**config.mk**
```make
export PLATFORM = sky130hd
export DESIGN_NAME = fct_scan
export DESIGN_NICKNAME = d
export VERILOG_FILES = /design/src/rtl/core/fct_pkg.sv /design/src/rtl/core/fct_scan.sv
export SDC_FILE = /design/constraint.sdc
export NUM_CORES = 1
export LEC_CHECK = 0
export BUFFER_PORTS_ARGS = -buffer_cell sky130_fd_sc_hd__buf_2
export CORE_MARGIN = 2
export CORE_UTILIZATION = 39
export DETAILED_ROUTE_END_ITERATION = 7
export HOLD_SLACK_MARGIN = 0.1
export PLACE_DENSITY = 0.9
export REMOVE_ABC_BUFFERS = 1
export SLEW_MARGIN = 25
export SYNTH_ARGS = -nofsm -noshare
export SYNTH_HDL_FRONTEND = slang
export SYNTH_SLANG_ARGS = --single-unit
export TNS_END_PERCENT = 5
```
**constraint.sdc**
```tcl
create_clock -name clk -period 6.91 [get_ports clk]
set_input_delay 1.382 -clock clk [delete_from_list [all_inputs] [get_ports clk]]
set_output_delay 1.382 -clock clk [all_outputs]
set_load 0.01 [all_outputs]
```
**src/rtl/core/fct_pkg.sv**
```systemverilog
`timescale 1ns / 1ps

package fct_pkg;

    localparam int ADDR_W  = 32;
    localparam int KEY_W   = ADDR_W + 1;
    localparam int LEN_W   = 16;
    localparam int COUNT_W = 64;
    localparam int STAMP_W = 64;

    localparam logic [7:0] LOOPBACK_OCTET = 8'd127;
    localparam logic       DIR_EGRESS     = 1'b1;
    localparam logic       DIR_INGRESS    = 1'b0;

    typedef enum logic [2:0] {
        STAT_NOT_IPV4  = 3'd0,
        STAT_TRUNCATED = 3'd1,
        STAT_LOOPBACK  = 3'd2,
        STAT_UPDATED   = 3'd3,
        STAT_INSERTED  = 3'd4,
        STAT_EVICTED   = 3'd5
    } status_t;

    typedef enum logic [2:0] {
        ST_IDLE,
        ST_SCAN,
        ST_DRAIN,
        ST_FETCH,
        ST_UPDATE,
        ST_SKIP
    } state_t;

    typedef struct packed {
        logic [KEY_W-1:0]   key;
        logic [COUNT_W-1:0] bytes;
        logic [COUNT_W-1:0] packets;
        logic [STAMP_W-1:0] stamp;
    } entry_t;

    typedef struct packed {
        logic clear;
        logic compare;
    } scan_ctl_t;

endpackage

```
**src/rtl/core/fct_scan.sv**
```systemverilog
`timescale 1ns / 1ps

module fct_scan #(
    parameter int IW = 6
) (
    input  logic                      clk,
    input  logic                      rst_n,
    input  fct_pkg::scan_ctl_t        ctl,
    input  logic [IW-1:0]             cmp_idx,
    input  logic [fct_pkg::KEY_W-1:0] key,
    input  fct_pkg::entry_t           entry,
    output logic                      hit,
    output logic [IW-1:0]             hit_idx,
    output logic [IW-1:0]             min_idx
);
    import fct_pkg::*;

    logic               hit_reg, hit_next;
    logic               first_reg, first_next;
    logic [IW-1:0]      hit_idx_reg, hit_idx_next;
    logic [IW-1:0]      min_idx_reg, min_idx_next;
    logic [STAMP_W-1:0] min_stamp_reg, min_stamp_next;
    logic               match;
    logic               older;

    // one key compare and one stamp compare per entry read
    always_comb
    begin
        match          = (entry.key == key);
        older          = first_reg || (entry.stamp < min_stamp_reg);
        hit_next       = hit_reg;
        first_next     = first_reg;
        hit_idx_next   = hit_idx_reg;
        min_idx_next   = min_idx_reg;
        min_stamp_next = min_stamp_reg;
        if (ctl.clear)
        begin
            hit_next   = 1'b0;
            first_next = 1'b1;
        end
        else if (ctl.compare)
        begin
            if (match && !hit_reg)
            begin
                hit_next     = 1'b1;
                hit_idx_next = cmp_idx;
            end
            if (older)
            begin
                first_next     = 1'b0;
                min_idx_next   = cmp_idx;
                min_stamp_next = entry.stamp;
            end
        end
    end

    always_ff @(posedge clk or negedge rst_n)
    begin
        if (!rst_n)
        begin
            hit_reg   <= 1'b0;
            first_reg <= 1'b1;
        end
        else
        begin
            hit_reg   <= hit_next;
            first_reg <= first_next;
        end
    end

    always_ff @(posedge clk)
    begin
        hit_idx_reg   <= hit_idx_next;
        min_idx_reg   <= min_idx_next;
        min_stamp_reg <= min_stamp_next;
    end

    assign hit     = hit_reg;
    assign hit_idx = hit_idx_reg;
    assign min_idx = min_idx_reg;

endmodule

```
# [Word-level counts from Yosys, hierarchy flattened]
# Index checks and enable logic that the tools add are counted.
[word_totals] reg_bits=78 in_bits=268 output_inout_bits=13 word_cells=24
[classes] magnitude_cmp=1 eq_ne=1 n_mux=6 bitwise=1 n_reduce_logical=10
[ops] cell="$lt A64 B64 Y1" n=1
[ops] cell="$eq A33 B33 Y1" n=1
[ops] cell="$mux W1" n=6
[ops] cell="$reduce_and A3 Y1" n=2
[ops] cell="$reduce_bool A2 Y1" n=3
[ops] cell="$reduce_and A2 Y1" n=2
[ops] cell="$logic_and A1 B1 Y1" n=1
[ops] cell="$logic_not A1 Y1" n=1
[ops] cell="$logic_or A1 B1 Y1" n=1
[ops] cell="$not A1 Y1" n=1

# [Logic depth before layout (Yosys ltp)]
[logic_depth] word_depth=5 depth_mapped=8 depth_no_buf=8

# [Worst setup path before layout]
# OpenSTA, ideal clock, no wires.
[synth_path] kind="input to register" from="input entry[30] (netlist bit)" to="register min_idx_reg[0] (netlist: min_idx[0]), enable pin" setup_ns=0.585 arrival_time_ns=7.219 required_time_ns=6.325 slack_ns=-0.894 stages=7 path_buffers=0 cell_sequence="ha_1 -> a21oi_1 -> nand2_1 -> a221oi_1 -> a311oi_1 -> a41o_1 -> nor3_1"
[synth_via] elab_chain_cells=3
[synth_lines] item="start: declaration" line="fct_scan.sv:11" rtl="input fct_pkg::entry_t entry,"
[synth_lines] item="$lt A64 B64 Y1" line="fct_scan.sv:30" rtl="older = first_reg || (entry.stamp < min_stamp_reg);"
[synth_lines] item="$logic_or A1 B1 Y1" line="fct_scan.sv:30"
[synth_lines] item="$reduce_and A3 Y1 (no line)"
[synth_lines] item="end signal: assignment" line="fct_scan.sv:74" rtl="min_idx_reg <= min_idx_next;"
[synth_lines] item="end: declaration" line="fct_scan.sv:21" rtl="logic [IW-1:0] min_idx_reg, min_idx_next;"
# No other way between the ends.
# A chain may end at the register's enable or synchronous reset.

# [Final worst setup path]
[layout_path] from="input entry[23] (netlist bit)" to="register min_stamp_reg[49], enable pin"
[layout_via] elab_chain_cells=3
[layout_lines] item="$lt A64 B64 Y1" line="fct_scan.sv:30"
[layout_lines] item="$logic_or A1 B1 Y1" line="fct_scan.sv:30"
[layout_lines] item="$reduce_and A3 Y1 (no line)"
[layout_lines] item="end signal: assignment" line="fct_scan.sv:75" rtl="min_stamp_reg <= min_stamp_next;"
[layout_lines] item="end: declaration" line="fct_scan.sv:22" rtl="logic [STAMP_W-1:0] min_stamp_reg, min_stamp_next;"
# No other way between the ends.

==> metrics <==
Mapped Area 4310 um^2; grt total ovfl 0; H-tree depth 3; Placed Cells 651; FILL cells about 940; I/O Buffers 152; Syn. warnings 0; Crit-path slowest cell buf_4; GP Congestion slightly below 0.8; setup TNS 0 ps; Vert. Die Dim around 110 um; share of cells above drive strength 1 0.326; Clock Tree Buf Depth 2; Data required, critical path 6890 ps; FP Rows 38; Final ANT Viol Nets 0; Fin. Hold Viols 0; largest net degree at the start of global routing 41; skew final ~9.4 ps; Worst path depth 9; Antenna Diode Count 0; RSZ-0062 raised after global routing no; Top Ports roughly 280; max FFs per register 64; total CTS buffers 9; critical-path cell list buf_2, ha_1, a21oi_1, o21ai_0, a221oi_1, a311oi_1, a41o_1, nor3_2, buf_4; Rel. slew slack 0.619; Root Driver clkbuf_8; Clock Latency Late Sink between 300 and 400 ps; routed wire length ~9.5 mm; Buf/Inv on CP 2; flop-to-flop setup slack 4260 ps; crit path kind input pin to flop; Seq/Total Area, Yosys 0.541; R2R depth 9; Arrival @ worst endpoint 3430 ps; Pins Over Slew Limit 0; Slew @ Worst Pin ~570 ps; Area Overhead vs Synth 27.1%; final std cells w/o fill 667; Via density about 4.9; post-synthesis area per instance about 12 um^2; power per cell area 203 nW/um^2; Post-synth EDFFs 76; Wirelength per Cell 14.3 um; commonest non-fill, non-tap cell in the layout buf_2; hold path cells 2; Synth Instances roughly 360; commonest cells after routing, fill and taps aside buf_2, edfxtp_1, inv_1, ha_1, xor2_1; Synth Register Bits 78; Hold Path Class flop to flop; Design Area, Final approximately 5500 um^2; setup violators final 0; Detail Placement HPWL 7.84 mm; initial antenna violation count 0; period utilization 0.499; Via Count around 3200; worst-case vdd ir drop about 0.00014 V; Global Route Usage Sum 0.158; Main synth FF type edfxtp_1; critical path endpoint category flop; Sink Count 78; max_cap viols 0; TritonCTS clock tree built; CP top delay family compound AO/OA/AOI/OAI gates; post-CTS sizing 0; hold-fix buffer count after cts 0; initial core utilization 0.400; clock slew at reported path FFs approximately 80 ps; # nets final between 800 and 900; Pre-antenna DRT Iters 4; Worst Setup Start Kind input pin; Die W around 110 um; Fmax roughly 0.29 GHz; Iteration-0 DRC Markers about 140; Die Area about 12000 um^2; Post-CTS Setup Bufs 0; status finished, final reports clean; min Tclk post-route 3450 ps; drc violations 0; Netlist cell types 30; first-pass GRT wire length between 10 and 15 mm; worst-path fanout max 40; Core ar. 10800 um^2; critical path's largest stage delay roughly 480 ps; dpl cell area 5270 um^2; Async S/R FF share, synth 0.0256; vias in the first global route about 3300; Lkg Pwr roughly 2.6 nW
-- path summary, 6_finish.rpt --
kind	start	endpoint
max in group asynchronous	rst_n	first_reg
worst min-delay path	first_reg	first_reg
worst min register to register	first_reg	first_reg
worst max-delay path	entry[23]	min_stamp_reg[49]
worst max register to register	min_stamp_reg[23]	min_stamp_reg[49]
min in group asynchronous	rst_n	hit
-- through the flow --
step / worst slack, ps / power, mW / hold WS (ps) / utilization
3_3_place_gp: 3170 / 0.739 / 495 / 0.488
2_1_floorplan: -894 / 0.673 / 461 / -
4_1_cts: 3490 / 1.13 / 528 / 0.508
5_1_grt: 3240 / 1.17 / 558 / 0.508
3_5_place_dp: 3110 / 0.754 / 516 / 0.488
6_report: 3460 / 1.11 / 518 / 0.508
-- layer usage --
metal	vias to the layer above	global-route usage	wire length, um
li1	1615	-	-
met1	1526	0.189	3910
met2	90	0.280	5030
met3	5	0.0460	553
met4	0	0.0325	44
met5	-	0	0
-- kinds of logic after synthesis --
logic type,after synthesis,synth area share
compound gates,54,0.0748
buf+inv,65,0.0566
fa+ha+maj,63,0.183
flops,78,0.541
xor+xnor,33,0.0670
simple gates,64,0.0780
-- worst min-delay path, delay by kind of cell (launching register included) --
family,cells,cell delay (ps)
flops,1,370
buf+inv,1,70
compound gates,1,70
-- layout make-up --
| class | count | area, um^2 | area share |
|---|---|---|---|
| well taps | 140 | 175 | 0.0319 |
| flip-flops and latches | 78 | 2330 | 0.425 |
| clock buffers | 11 | 131 | 0.0240 |
| repair buffers | 154 | 776 | 0.141 |
| multi-input cells | 214 | 1740 | 0.318 |
| inverters | 65 | 244 | 0.0445 |
| clock inverters | 5 | 83.8 | 0.0153 |
-- power breakdown --
| group | total [mW] | internal, mW | switching, mW |
|---|---|---|---|
| Clock | 0.371 | 0.204 | 0.166 |
| Combinational | 0.179 | 0.0810 | 0.0982 |
| Sequential | 0.563 | 0.556 | 0.00732 |
-- synth_stat cells, types with 2 or more instances --
| master | count | share of area |
|---|---|---|
| a211oi_1 | 3 | 0.0052 |
| nor4_1 | 10 | 0.015 |
| a21o_1 | 6 | 0.010 |
| nor2_1 | 6 | 0.0052 |
| o21bai_1 | 2 | 0.0035 |
| ha_1 | 63 | 0.18 |
| nand3_1 | 8 | 0.0093 |
| inv_1 | 65 | 0.057 |
| nand2_1 | 18 | 0.016 |
| nor3_1 | 2 | 0.0023 |
| o21ai_0 | 10 | 0.012 |
| xnor2_1 | 4 | 0.0081 |
| a21oi_1 | 26 | 0.030 |
| nand2b_1 | 2 | 0.0029 |
| nand4_1 | 14 | 0.020 |
| xor2_1 | 29 | 0.059 |
| edfxtp_1 | 76 | 0.53 |
(Power assumes the default switching activity.)
